===== src/rtl/pixel_run_delta_encoder_macros.svh =====
// Assertion macros shared by the pixel run / delta encoder RTL.
`ifndef PIXEL_RUN_DELTA_ENCODER_MACROS_SVH
`define PIXEL_RUN_DELTA_ENCODER_MACROS_SVH

// Condition must never hold while out of reset.
`define PRDE_ASSERT_NEVER(label, clk, rst_n, cond, msg) \
    label: assert property (@(posedge clk) disable iff (!rst_n) !(cond)) \
        else $error(msg);

// Antecedent implies consequent in the same cycle.
`define PRDE_ASSERT_IMPLIES(label, clk, rst_n, ante, cons, msg) \
    label: assert property (@(posedge clk) disable iff (!rst_n) (ante) |-> (cons)) \
        else $error(msg);

// Antecedent implies consequent in the next cycle.
`define PRDE_ASSERT_NEXT(label, clk, rst_n, ante, cons, msg) \
    label: assert property (@(posedge clk) disable iff (!rst_n) (ante) |=> (cons)) \
        else $error(msg);

`endif


===== src/rtl/prde_pkg.sv =====
// Shared types and constants of the pixel run / delta encoder.
package prde_pkg;

    // Run length width and cap
    localparam int RUN_BITS = 20;
    localparam logic [RUN_BITS-1:0] RUN_CAP = '1;

    // Symbol codes
    localparam logic [31:0] CODE_ZERO_DELTA_RUN = 32'h0010_0000;
    localparam logic [31:0] CODE_COLOR_RUN      = 32'h0030_0000;
    localparam logic [31:0] CODE_DELTA_RUN      = 32'h0040_0000;

    // Kind of a run flush
    localparam logic [1:0] KIND_LITERAL   = 2'd0;
    localparam logic [1:0] KIND_COLOR_RUN = 2'd1;
    localparam logic [1:0] KIND_ZERO_RUN  = 2'd2;
    localparam logic [1:0] KIND_DELTA_RUN = 2'd3;

    // Queue between front and back
    localparam int QUEUE_DEPTH    = 4;
    localparam int QUEUE_PTR_BITS = $clog2(QUEUE_DEPTH);
    localparam int QUEUE_CNT_BITS = $clog2(QUEUE_DEPTH + 1);

    // Input beat
    typedef struct packed {
        logic [31:0] pixel_color;
        logic [31:0] reference_color;
        logic        end_of_frame;
    } pixel_t;

    // Output beat
    typedef struct packed {
        logic [31:0] output_word;
        logic        last_word;
    } symbol_t;

    // One run flush: one or two words
    typedef struct packed {
        logic                valid;
        logic [1:0]          kind;
        logic [RUN_BITS-1:0] len;
        logic [31:0]         data;
    } flush_t;

    // Work for the back part caused by one pixel: run break, then end of frame
    typedef struct packed {
        flush_t first;
        flush_t second;
    } job_t;

endpackage


===== src/rtl/prde_front.sv =====
// Front part: delta forming, run tracking and flush classification.
module prde_front
(
    input  logic            clk,
    input  logic            rst_n,
    input  prde_pkg::pixel_t pixel,
    input  logic            accept,
    output prde_pkg::job_t  job,
    output logic            job_has_word
);
    import prde_pkg::*;

    logic [31:0]         held_color_reg, held_color_next;
    logic [31:0]         held_delta_reg, held_delta_next;
    logic [RUN_BITS-1:0] color_len_reg, color_len_next;
    logic [RUN_BITS-1:0] delta_len_reg, delta_len_next;

    logic [31:0]         delta;
    logic                color_same;
    logic                delta_same;
    logic                run_break;
    logic [RUN_BITS-1:0] color_len_upd;
    logic [RUN_BITS-1:0] delta_len_upd;
    flush_t              break_flush;
    flush_t              frame_flush;

    // Classify a held run into the symbol that flushes it
    function automatic flush_t classify(
        input logic [RUN_BITS-1:0] cr,
        input logic [RUN_BITS-1:0] dr,
        input logic [31:0]         hc,
        input logic [31:0]         hd
    );
        flush_t f;
        f.valid = (cr != '0) || (dr != '0);
        if (cr >= dr) begin
            f.len  = cr;
            f.data = hc;
            f.kind = (cr == RUN_BITS'(1)) ? KIND_LITERAL : KIND_COLOR_RUN;
        end
        else begin
            f.len  = dr;
            f.data = hd;
            f.kind = (hd == '0) ? KIND_ZERO_RUN : KIND_DELTA_RUN;
        end
        return f;
    endfunction

    // Form the delta: zero on match, pixel on empty reference, else per byte
    always_comb
    begin
        if (pixel.pixel_color == pixel.reference_color) begin
            delta = '0;
        end
        else if (pixel.reference_color == '0) begin
            delta = pixel.pixel_color;
        end
        else begin
            for (int b = 0; b < 4; b++) begin
                delta[8*b +: 8] = pixel.pixel_color[8*b +: 8] - pixel.reference_color[8*b +: 8];
            end
        end
    end

    // Decide whether the held run breaks and advance both runs
    always_comb
    begin
        color_same = (held_color_reg == pixel.pixel_color);
        delta_same = (held_delta_reg == delta);
        run_break  = (!color_same && (color_len_reg > delta_len_reg)) ||
                     (!delta_same && (delta_len_reg > color_len_reg)) ||
                     (!delta_same && !color_same) ||
                     (delta_len_reg == RUN_CAP) || (color_len_reg == RUN_CAP);

        if (run_break) begin
            color_len_upd = RUN_BITS'(1);
            delta_len_upd = RUN_BITS'(1);
        end
        else begin
            color_len_upd = color_same ? color_len_reg + RUN_BITS'(1) : RUN_BITS'(1);
            delta_len_upd = delta_same ? delta_len_reg + RUN_BITS'(1) : RUN_BITS'(1);
        end

        break_flush = classify(color_len_reg, delta_len_reg, held_color_reg, held_delta_reg);
        frame_flush = classify(color_len_upd, delta_len_upd, pixel.pixel_color, delta);

        job.first        = break_flush;
        job.first.valid  = run_break && break_flush.valid;
        job.second       = frame_flush;
        job.second.valid = pixel.end_of_frame && frame_flush.valid;
        job_has_word     = job.first.valid || job.second.valid;

        // End of frame returns to the reset state
        if (pixel.end_of_frame) begin
            held_color_next = '0;
            held_delta_next = '0;
            color_len_next  = '0;
            delta_len_next  = '0;
        end
        else begin
            held_color_next = pixel.pixel_color;
            held_delta_next = delta;
            color_len_next  = color_len_upd;
            delta_len_next  = delta_len_upd;
        end
    end

    // Hold run state; advance on an accepted beat
    always_ff @(posedge clk or negedge rst_n)
    begin
        if (!rst_n) begin
            held_color_reg <= '0;
            held_delta_reg <= '0;
            color_len_reg  <= '0;
            delta_len_reg  <= '0;
        end
        else if (accept) begin
            held_color_reg <= held_color_next;
            held_delta_reg <= held_delta_next;
            color_len_reg  <= color_len_next;
            delta_len_reg  <= delta_len_next;
        end
    end

endmodule


===== src/rtl/prde_queue.sv =====
// Short queue of flush jobs between the front and back parts.
`include "pixel_run_delta_encoder_macros.svh"

module prde_queue
(
    input  logic           clk,
    input  logic           rst_n,
    input  logic           wr_en,
    input  prde_pkg::job_t wr_job,
    output logic           full,
    input  logic           rd_en,
    output prde_pkg::job_t head,
    output logic           empty
);
    import prde_pkg::*;

    job_t                      entries_reg [QUEUE_DEPTH];
    logic [QUEUE_PTR_BITS-1:0] wr_ptr_reg, wr_ptr_next;
    logic [QUEUE_PTR_BITS-1:0] rd_ptr_reg, rd_ptr_next;
    logic [QUEUE_CNT_BITS-1:0] count_reg, count_next;
    logic                      wr_ok;
    logic                      rd_ok;

    assign full  = (count_reg == QUEUE_CNT_BITS'(QUEUE_DEPTH));
    assign empty = (count_reg == '0);
    assign head  = entries_reg[rd_ptr_reg];
    assign wr_ok = wr_en && !full;
    assign rd_ok = rd_en && !empty;

    // Advance pointers with wrap at the depth
    always_comb
    begin
        wr_ptr_next = wr_ptr_reg;
        rd_ptr_next = rd_ptr_reg;
        count_next  = count_reg;
        if (wr_ok) begin
            wr_ptr_next = (wr_ptr_reg == QUEUE_PTR_BITS'(QUEUE_DEPTH - 1)) ?
                          '0 : wr_ptr_reg + QUEUE_PTR_BITS'(1);
        end
        if (rd_ok) begin
            rd_ptr_next = (rd_ptr_reg == QUEUE_PTR_BITS'(QUEUE_DEPTH - 1)) ?
                          '0 : rd_ptr_reg + QUEUE_PTR_BITS'(1);
        end
        if (wr_ok && !rd_ok) begin
            count_next = count_reg + QUEUE_CNT_BITS'(1);
        end
        else if (rd_ok && !wr_ok) begin
            count_next = count_reg - QUEUE_CNT_BITS'(1);
        end
    end

    always_ff @(posedge clk or negedge rst_n)
    begin
        if (!rst_n) begin
            wr_ptr_reg <= '0;
            rd_ptr_reg <= '0;
            count_reg  <= '0;
        end
        else begin
            wr_ptr_reg <= wr_ptr_next;
            rd_ptr_reg <= rd_ptr_next;
            count_reg  <= count_next;
        end
    end

    // Store the written job
    always_ff @(posedge clk)
    begin
        if (wr_ok) begin
            entries_reg[wr_ptr_reg] <= wr_job;
        end
    end

    `PRDE_ASSERT_NEVER(a_count_bound, clk, rst_n, count_reg > QUEUE_CNT_BITS'(QUEUE_DEPTH), "queue count beyond depth")
    `PRDE_ASSERT_IMPLIES(a_job_has_word, clk, rst_n, !empty, head.first.valid || head.second.valid, "queued job without words")
    `PRDE_ASSERT_NEXT(a_head_holds, clk, rst_n, !empty && !rd_en, head == $past(head), "queue head changed without a read")

endmodule


===== src/rtl/prde_back.sv =====
// Back part: expands flush jobs into symbol words behind an output register.
`include "pixel_run_delta_encoder_macros.svh"

module prde_back
(
    input  logic             clk,
    input  logic             rst_n,
    input  prde_pkg::job_t   head,
    input  logic             head_valid,
    output logic             head_done,
    output prde_pkg::symbol_t symbol,
    output logic             empty,
    input  logic             pop
);
    import prde_pkg::*;

    logic [1:0]  idx_reg, idx_next;
    logic [2:0]  idx_ext;
    logic        out_valid_reg, out_valid_next;
    symbol_t     out_reg, out_next;

    logic [1:0]  first_words;
    logic [1:0]  second_words;
    logic [2:0]  total_words;
    logic [2:0]  second_idx;
    logic [31:0] word;
    logic        word_last;
    logic        advance;

    // Words taken by one flush
    function automatic logic [1:0] word_count(input flush_t f);
        logic [1:0] n;
        if (!f.valid) begin
            n = 2'd0;
        end
        else if (f.kind == KIND_LITERAL || f.kind == KIND_ZERO_RUN) begin
            n = 2'd1;
        end
        else begin
            n = 2'd2;
        end
        return n;
    endfunction

    // Word of a flush: header code and length first, then color or delta
    function automatic logic [31:0] flush_word(input flush_t f, input logic sel);
        logic [31:0] code;
        logic [31:0] w;
        unique case (f.kind)
            KIND_COLOR_RUN: code = CODE_COLOR_RUN;
            KIND_ZERO_RUN:  code = CODE_ZERO_DELTA_RUN;
            KIND_DELTA_RUN: code = CODE_DELTA_RUN;
            default:        code = '0;
        endcase
        if (sel || f.kind == KIND_LITERAL) begin
            w = f.data;
        end
        else begin
            w = code | 32'(f.len);
        end
        return w;
    endfunction

    // Pick the current word of the head job
    always_comb
    begin
        first_words  = word_count(head.first);
        second_words = word_count(head.second);
        total_words  = {1'b0, first_words} + {1'b0, second_words};
        idx_ext      = {1'b0, idx_reg};
        second_idx   = idx_ext - {1'b0, first_words};
        if (idx_ext < {1'b0, first_words}) begin
            word = flush_word(head.first, idx_reg[0]);
        end
        else begin
            word = flush_word(head.second, second_idx[0]);
        end
        word_last = (idx_ext + 3'd1 == total_words);
    end

    // Load the output register when it is free or being taken
    always_comb
    begin
        advance        = head_valid && (!out_valid_reg || pop);
        head_done      = advance && word_last;
        idx_next       = idx_reg;
        out_valid_next = out_valid_reg;
        out_next       = out_reg;
        if (advance) begin
            out_valid_next       = 1'b1;
            out_next.output_word = word;
            out_next.last_word   = word_last;
            idx_next             = word_last ? 2'd0 : idx_reg + 2'd1;
        end
        else if (pop) begin
            out_valid_next = 1'b0;
        end
    end

    always_ff @(posedge clk or negedge rst_n)
    begin
        if (!rst_n) begin
            idx_reg       <= '0;
            out_valid_reg <= 1'b0;
        end
        else begin
            idx_reg       <= idx_next;
            out_valid_reg <= out_valid_next;
        end
    end

    // Hold the output beat
    always_ff @(posedge clk)
    begin
        out_reg <= out_next;
    end

    assign symbol = out_reg;
    assign empty  = !out_valid_reg;

    `PRDE_ASSERT_NEVER(a_idx_in_range, clk, rst_n, head_valid && (idx_ext >= total_words), "word index beyond job")

endmodule


===== src/rtl/pixel_run_delta_encoder.sv =====
// Top level of the pixel run / delta encoder.
//
// Takes one pixel beat per cycle (push/full) and delivers 32-bit symbol
// words through a queue-style output (empty/pop), one word per cycle. The
// front part forms the delta and tracks the color and delta runs; each pixel
// that ends a run or a frame queues one job of up to four words in a
// four-entry job queue. The back part drains that queue into an output
// register at one word per cycle while it is free or popped, so a pixel
// stream that averages at most one word per pixel runs at one pixel per
// cycle; full rises only when four jobs wait. Words reach symbol via the job
// queue and the output register. last_word marks the final word of a pixel.
module pixel_run_delta_encoder
(
    input  logic              clk,
    input  logic              rst_n,
    input  logic              push,
    output logic              full,
    input  prde_pkg::pixel_t  pixel,
    output logic              empty,
    input  logic              pop,
    output prde_pkg::symbol_t symbol
);
    import prde_pkg::*;

    logic accept;
    job_t job;
    logic job_has_word;
    job_t head;
    logic queue_empty;
    logic head_done;

    assign accept = push && !full;

    prde_front u_front
    (
        .clk          (clk),
        .rst_n        (rst_n),
        .pixel        (pixel),
        .accept       (accept),
        .job          (job),
        .job_has_word (job_has_word)
    );

    prde_queue u_queue
    (
        .clk    (clk),
        .rst_n  (rst_n),
        .wr_en  (accept && job_has_word),
        .wr_job (job),
        .full   (full),
        .rd_en  (head_done),
        .head   (head),
        .empty  (queue_empty)
    );

    prde_back u_back
    (
        .clk        (clk),
        .rst_n      (rst_n),
        .head       (head),
        .head_valid (!queue_empty),
        .head_done  (head_done),
        .symbol     (symbol),
        .empty      (empty),
        .pop        (pop)
    );

endmodule


===== config.mk =====
export PLATFORM = sky130hd
export DESIGN_NAME = pixel_run_delta_encoder
export DESIGN_NICKNAME = d
export VERILOG_FILES = /design/src/rtl/prde_pkg.sv /design/src/rtl/prde_front.sv /design/src/rtl/prde_queue.sv /design/src/rtl/prde_back.sv /design/src/rtl/pixel_run_delta_encoder.sv
export VERILOG_INCLUDE_DIRS = /design/src /design/src/rtl
export SDC_FILE = /design/constraint.sdc
export NUM_CORES = 1
export LEC_CHECK = 0
export ABC_AREA = 1
export BUFFER_PORTS_ARGS = -buffer_cell sky130_fd_sc_hd__buf_2
export CORE_MARGIN = 2
export CORE_UTILIZATION = 48
export CTS_BUF_LIST = sky130_fd_sc_hd__clkbuf_4 sky130_fd_sc_hd__clkbuf_8 sky130_fd_sc_hd__clkbuf_16
export CTS_CLUSTER_DIAMETER = 120
export CTS_CLUSTER_SIZE = 24
export DETAILED_ROUTE_END_ITERATION = 8
export GPL_ROUTABILITY_DRIVEN = 0
export HOLD_SLACK_MARGIN = 0.06
export SLEW_MARGIN = 20
export SYNTH_ARGS = -nofsm -noshare
export SYNTH_HDL_FRONTEND = slang
export SYNTH_SLANG_ARGS = --single-unit

===== constraint.sdc =====
create_clock -name clk -period 10.55 [get_ports clk]
set_input_delay 0.5275 -clock clk [delete_from_list [all_inputs] [get_ports clk]]
set_output_delay 0.5275 -clock clk [all_outputs]
set_load 0.02 [all_outputs]

==> results.cfg, run 1 <==
[clocking]
htree_levels = 1
clkSlewWorstSetupHoldPaths_ns = 0.11
cts_tree = yes
cts_inserted_buffers = 28
insertion_delay_ns = 0.61
cts_buffer_depth = 3
cts-resized-gates = 0
clockRootBuffer = clkbuf_16
clock-sinks = 587

[timing]
slew_violations = 0
post-route-min-period_ns = 7.854
final-setup-viol-count = 0
relSlewSlack = 0.2404
finClkSkew_ns = 0.02519
setup-tns-final_ns = 0
hold_ws_ns = 0.1189
max_freq_mhz = 127.3
period_share = 0.7445
finalHoldViolCount = 0
rsz0062_at_grt = false
worst_slew_pin_slew_ns = 1.127

[final_layout]
final_common_cell = nand2_1
stdcell_count = 3978
layout-drive-gt1-share = 0.07188
layout_common_cells = nand2_1 (699), edfxtp_1 (473), o21ai_0 (346)
area_delta_synth_final_pct = 7.090
largest_reg_flops = 440
nets = 3329

[global_route]
grt.overflow.total = 0
grt_max_degree = 183
first_global_vias = 21510
grt_usage = 0.2594
antenna_found_initial = 4
grt_pass1_wl_mm = 127.0

[synthesis]
syn_avg_cell_area_um2 = 9.406
ys_ff_latch = 587
syn_inst = 3150
post_synth_num_cell_types = 49
ys_seq_area_frac = 0.5757
ys_warn_count = 0
synth-main-ff-cell = edfxtp_1
synth_edf_count = 473
postSynth.asyncResetShare = 0.1942
mappedNetlistArea_mm2 = 0.02963
syn-num-nets = 3315

[detailed_routing]
wl_per_cell_um = 21.09
dr.pass1.iters = 6
drtIter0Drc = 2503
routed_wl_mm = 83.91
routed_via_density = 5.842
drcViolationCount = 0
num_vias = 23240
antenna_left = 0

[placement]
numPortBuffers = 103
dp.cells = 3923
dp_hpwl_mm = 57.05

[worst_setup_path]
cp.arrival_ns = 8.15
slowest_delay_ns = 0.75
crit_path_max_fanout = 72
cp_slowest_cell = nor4_1
required_ns = 10.84
ff2ff_setup_slack_ns = 2.70
worstSetupEndpointType = register
timing.critical_path.from_type = register
crit_type = register to register
r2r_cells = 28

[floorplanning]
die_area_mm2 = 0.06373
core_area_mm2 = 0.06137
die_h_um = 252.5
initial_core_util = 0.4828
ios = 104
core.rowCount = 91
die_w_um = 252.5

[hold_path]
hold_class = input port to register
min_path_cells = 2

[pwr]
power_leakage_nw = 12.82
power_density_mw_per_mm2 = 246.1
peakVddDrop_uv = 264.2

[run]
cap_violations = 0

[outcome]
outcome = finished clean
[layout make-up]
class	count	area (µm²)
Tap cell	790	988.4
Fill cell	5560	29640
Sequential cell	587	17060
Timing Repair Buffer	130	748.2
Multi-Input combinational cell	2097	10810
Clock inverter	1	16.27
Clock buffer	51	890.9
Inverter	320	1207
Antenna cell	2	5.005
[per-layer routing]
metal	vias up	global-route usage	part of all wire
met5	-	0	0
met4	0	0.06340	0.023
met3	104	0.04367	0.090
met2	964	0.3863	0.43
met1	11240	0.3953	0.45
li1	10930	-	-
[stage by stage]
| stage | setup slack, ns | utilization | instance area (µm²) | total power [W] |
|---|---|---|---|---|
| floorplan | 4.144 | - | 29630 | 0.005309 |
| CTS | 2.986 | 0.5170 | 31730 | 0.007840 |
| global route | 2.142 | 0.5170 | 31730 | 0.008258 |
| global placement | 2.726 | 0.5020 | 30810 | 0.006480 |
| finish | 2.696 | 0.5170 | 31730 | 0.007810 |
| detailed placement | 2.536 | 0.5020 | 30810 | 0.006555 |
[where the power goes]
group | total (W) | internal [W] | switching, W
registers | 0.00332 | 0.00314 | 0.000178
logic | 0.00320 | 0.000836 | 0.00236
clock network | 0.00130 | 0.000581 | 0.000716
total | 0.00781 | 0.00456 | 0.00325
[worst max-delay path: cells and delay by family (launching register included)]
family	cells	cell delay [ns]
simple gates	11	2.81
buf+inv	5	1.39
flops	1	0.39
fa+ha+maj	1	0.35
compound gates	11	2.49
[Yosys cell counts (13+ instances only)]
| cell | instances | area share |
|---|---|---|
| clkbuf_1 | 115 | 0.015 |
| nand2_1 | 699 | 0.089 |
| buf_1 | 13 | 0.0016 |
| o22ai_1 | 196 | 0.041 |
| nor2_1 | 343 | 0.043 |
| ha_1 | 90 | 0.038 |
| nand4_1 | 105 | 0.022 |
| o21ai_0 | 346 | 0.058 |
| nand3_1 | 118 | 0.020 |
| dfrtp_1 | 114 | 0.096 |
| xor2_1 | 20 | 0.0059 |
| a21oi_1 | 46 | 0.0078 |
| edfxtp_1 | 473 | 0.48 |
| inv_1 | 318 | 0.040 |
| nor4_1 | 24 | 0.0051 |
[kinds of logic (layout without fill, tap and decap cells)]
group / after synthesis / in the layout / share of synthesized area
AOI/OAI and AO/OA: 628 / 628 / 0.1182
other: 0 / 2 / 0
and+or+nand+nor: 1344 / 1344 / 0.1940
adders and majority gates: 96 / 96 / 0.04206
buffers and inverters: 466 / 502 / 0.06157
xor gates and xnor gates: 29 / 29 / 0.008572
DFF: 587 / 587 / 0.5757
[final timing paths]
check                                      startpoint                    endpoint
max                        u_front.held_color_reg[30]  u_queue.entries_reg[0][23]
min                                               pop        u_back.out_valid_reg
max reg2reg                u_front.held_color_reg[30]  u_queue.entries_reg[0][23]
min reg2reg                     u_queue.wr_ptr_reg[1]       u_queue.wr_ptr_reg[1]
max in group asynchronous                       rst_n  u_front.held_delta_reg[30]
min in group asynchronous                       rst_n   u_front.held_delta_reg[2]
[timing repair]
action,in CTS,in global routing
setup buffers,0,0
hold endpoints to repair,51,0
hold buffers,1,0
No activity file was read; power rests on OpenSTA's default activity.
==> run 2: changes to the inputs <==
==> constraint.sdc (replaced) <==
create_clock -name clk -period 8 [get_ports clk]
set_input_delay 0.4 -clock clk [delete_from_list [all_inputs] [get_ports clk]]
set_output_delay 0.4 -clock clk [all_outputs]
set_load 0.02 [all_outputs]
==> results.cfg, run 2 (synthesized netlist as in run 1, its figures left out) <==
[worst_setup_path]
timing.critical_path.from_type = register
ff2ff_setup_slack_ns = 1.15
worstSetupEndpointType = register
crit_path_max_fanout = 105
cp.arrival_ns = 7.15
slowest_delay_ns = 0.75
crit_type = register to register
required_ns = 8.30
cp_slowest_cell = nor4_1

[clocking]
insertion_delay_ns = 0.62
cts-resized-gates = 0
clockRootBuffer = clkbuf_16
htree_levels = 1
cts_inserted_buffers = 28
clock-sinks = 587
cts_tree = yes
cts_buffer_depth = 3
clkSlewWorstSetupHoldPaths_ns = 0.11
post_cts_buffers = 0

[pwr]
clockPowerShare = 0.166
power.internal_w = 0.006040
power_leakage_nw = 12.90
power_density_mw_per_mm2 = 325.8
p_switching_w = 0.004351
peakVddDrop_uv = 290.9
pwr-share-seq = 0.420
sw_frac_of_total = 0.4188
combPwrFrac = 0.415

[outcome]
outcome = finished clean

[floorplanning]
core_area_mm2 = 0.06137
die_w_um = 252.5
initial_core_util = 0.4828
core.rowCount = 91
die_area_mm2 = 0.06373
ios = 104
die_h_um = 252.5

[final_layout]
fill_cells = 5533
layout_common_cells = nand2_1 (699), edfxtp_1 (473), o21ai_0 (346)
stdcell_count = 3989
largest_reg_flops = 440
layout-drive-gt1-share = 0.07476
final_common_cell = nand2_1
area_delta_synth_final_pct = 7.648
nets = 3340

[global_route]
first_global_vias = 21360
antenna_found_initial = 5
grt_max_degree = 196
grt_usage = 0.2611
grt.overflow.total = 0
grt_pass1_wl_mm = 127.5

[timing]
finalHoldViolCount = 0
slew_violations = 0
finClkSkew_ns = 0.02225
post-route-min-period_ns = 6.847
final-setup-viol-count = 0
relSlewSlack = 0.2295
rsz0062_at_grt = false
period_share = 0.8559
worst_slew_pin_slew_ns = 1.156
setup_ws_ns = 1.153
setup-tns-final_ns = 0
max_freq_mhz = 146.0

[detailed_routing]
routed_wl_mm = 84.64
drtIter0Drc = 2748
routed_via_density = 5.882
antenna_left = 0
wl_per_cell_um = 21.22
dr.pass1.iters = 6
num_vias = 23460
drcViolationCount = 0

[placement]
numPortBuffers = 103
dp.cells = 3933
dp_hpwl_mm = 57.40
dp_slack_ns = 0.8173

[run]
cap_violations = 0

[hold_path]
hold_class = input port to register
==> run 2: power by group through the flow <==
stage                     Combinational (W)  Clock (W)  Sequential, W
after floorplan                     0.00250          0        0.00450
after global placement              0.00420          0        0.00441
after detailed placement            0.00427          0        0.00443
after CTS                           0.00428    0.00175        0.00436
after global routing                0.00472    0.00184        0.00441
final                               0.00431    0.00172        0.00436
==> run 2: timing repair <==
action / 4_1_cts / 5_1_grt
hold endpoints to repair: 55 / 0
endpoints found under the setup margin: 0 / 0
hold buffers: 2 / 0
==> run 2: area by class of cell <==
type	count	area, µm²	share of cell area
Multi-Input combinational cell	2097	10810	0.3390
Tap cell	790	988.4	0.03099
Sequential cell	587	17060	0.5349
Antenna cell	2	5.005	0.0001569
Timing Repair Buffer	141	920.9	0.02887
Inverter	320	1207	0.03786
Clock inverter	2	16.27	0.0005100
Clock buffer	50	883.3	0.02769
==> run 2: metal layers <==
layer,part of all wire,GRT usage
met3,0.095,0.04830
met2,0.43,0.3854
met4,0.027,0.06982
met5,0.00011,0
met1,0.45,0.3952
==> run 2: path summary, 6_finish.rpt <==
kind / from / endpoint / cells past startpoint
min in group asynchronous: rst_n / u_front.held_delta_reg[5] / 2
worst max register to register: u_front.held_color_reg[30] / u_queue.entries_reg[1][26] / 28
max in group asynchronous: rst_n / u_queue.rd_ptr_reg[0] / 3
worst min-delay path: pixel[35] / u_front.held_color_reg[2] / 3
worst min register to register: u_queue.wr_ptr_reg[0] / u_queue.wr_ptr_reg[0] / 2
worst max-delay path: u_front.held_color_reg[30] / u_queue.entries_reg[1][26] / 28
==> run 2: per-stage QoR <==
step / total power, W / hold slack, ns / cell area, µm² / util
after detailed placement: 0.008700 / 0.5200 / 30970 / 0.5047
after global routing: 0.01097 / 0.1039 / 31900 / 0.5197
after floorplan: 0.007001 / 0.1044 / 29630 / -
after global placement: 0.008610 / 0.5219 / 30970 / 0.5047
final: 0.01039 / 0.09203 / 31900 / 0.5197
after CTS: 0.01039 / 0.06963 / 31890 / 0.5196
==> run 2: worst max-delay path, delay by kind of cell (launching register included) <==
kind,cells,cell delay (ns)
DFF,1,0.40
adders and majority gates,1,0.34
AOI/OAI and AO/OA,11,2.35
buffers and inverters,5,1.01
and+or+nand+nor,11,2.36
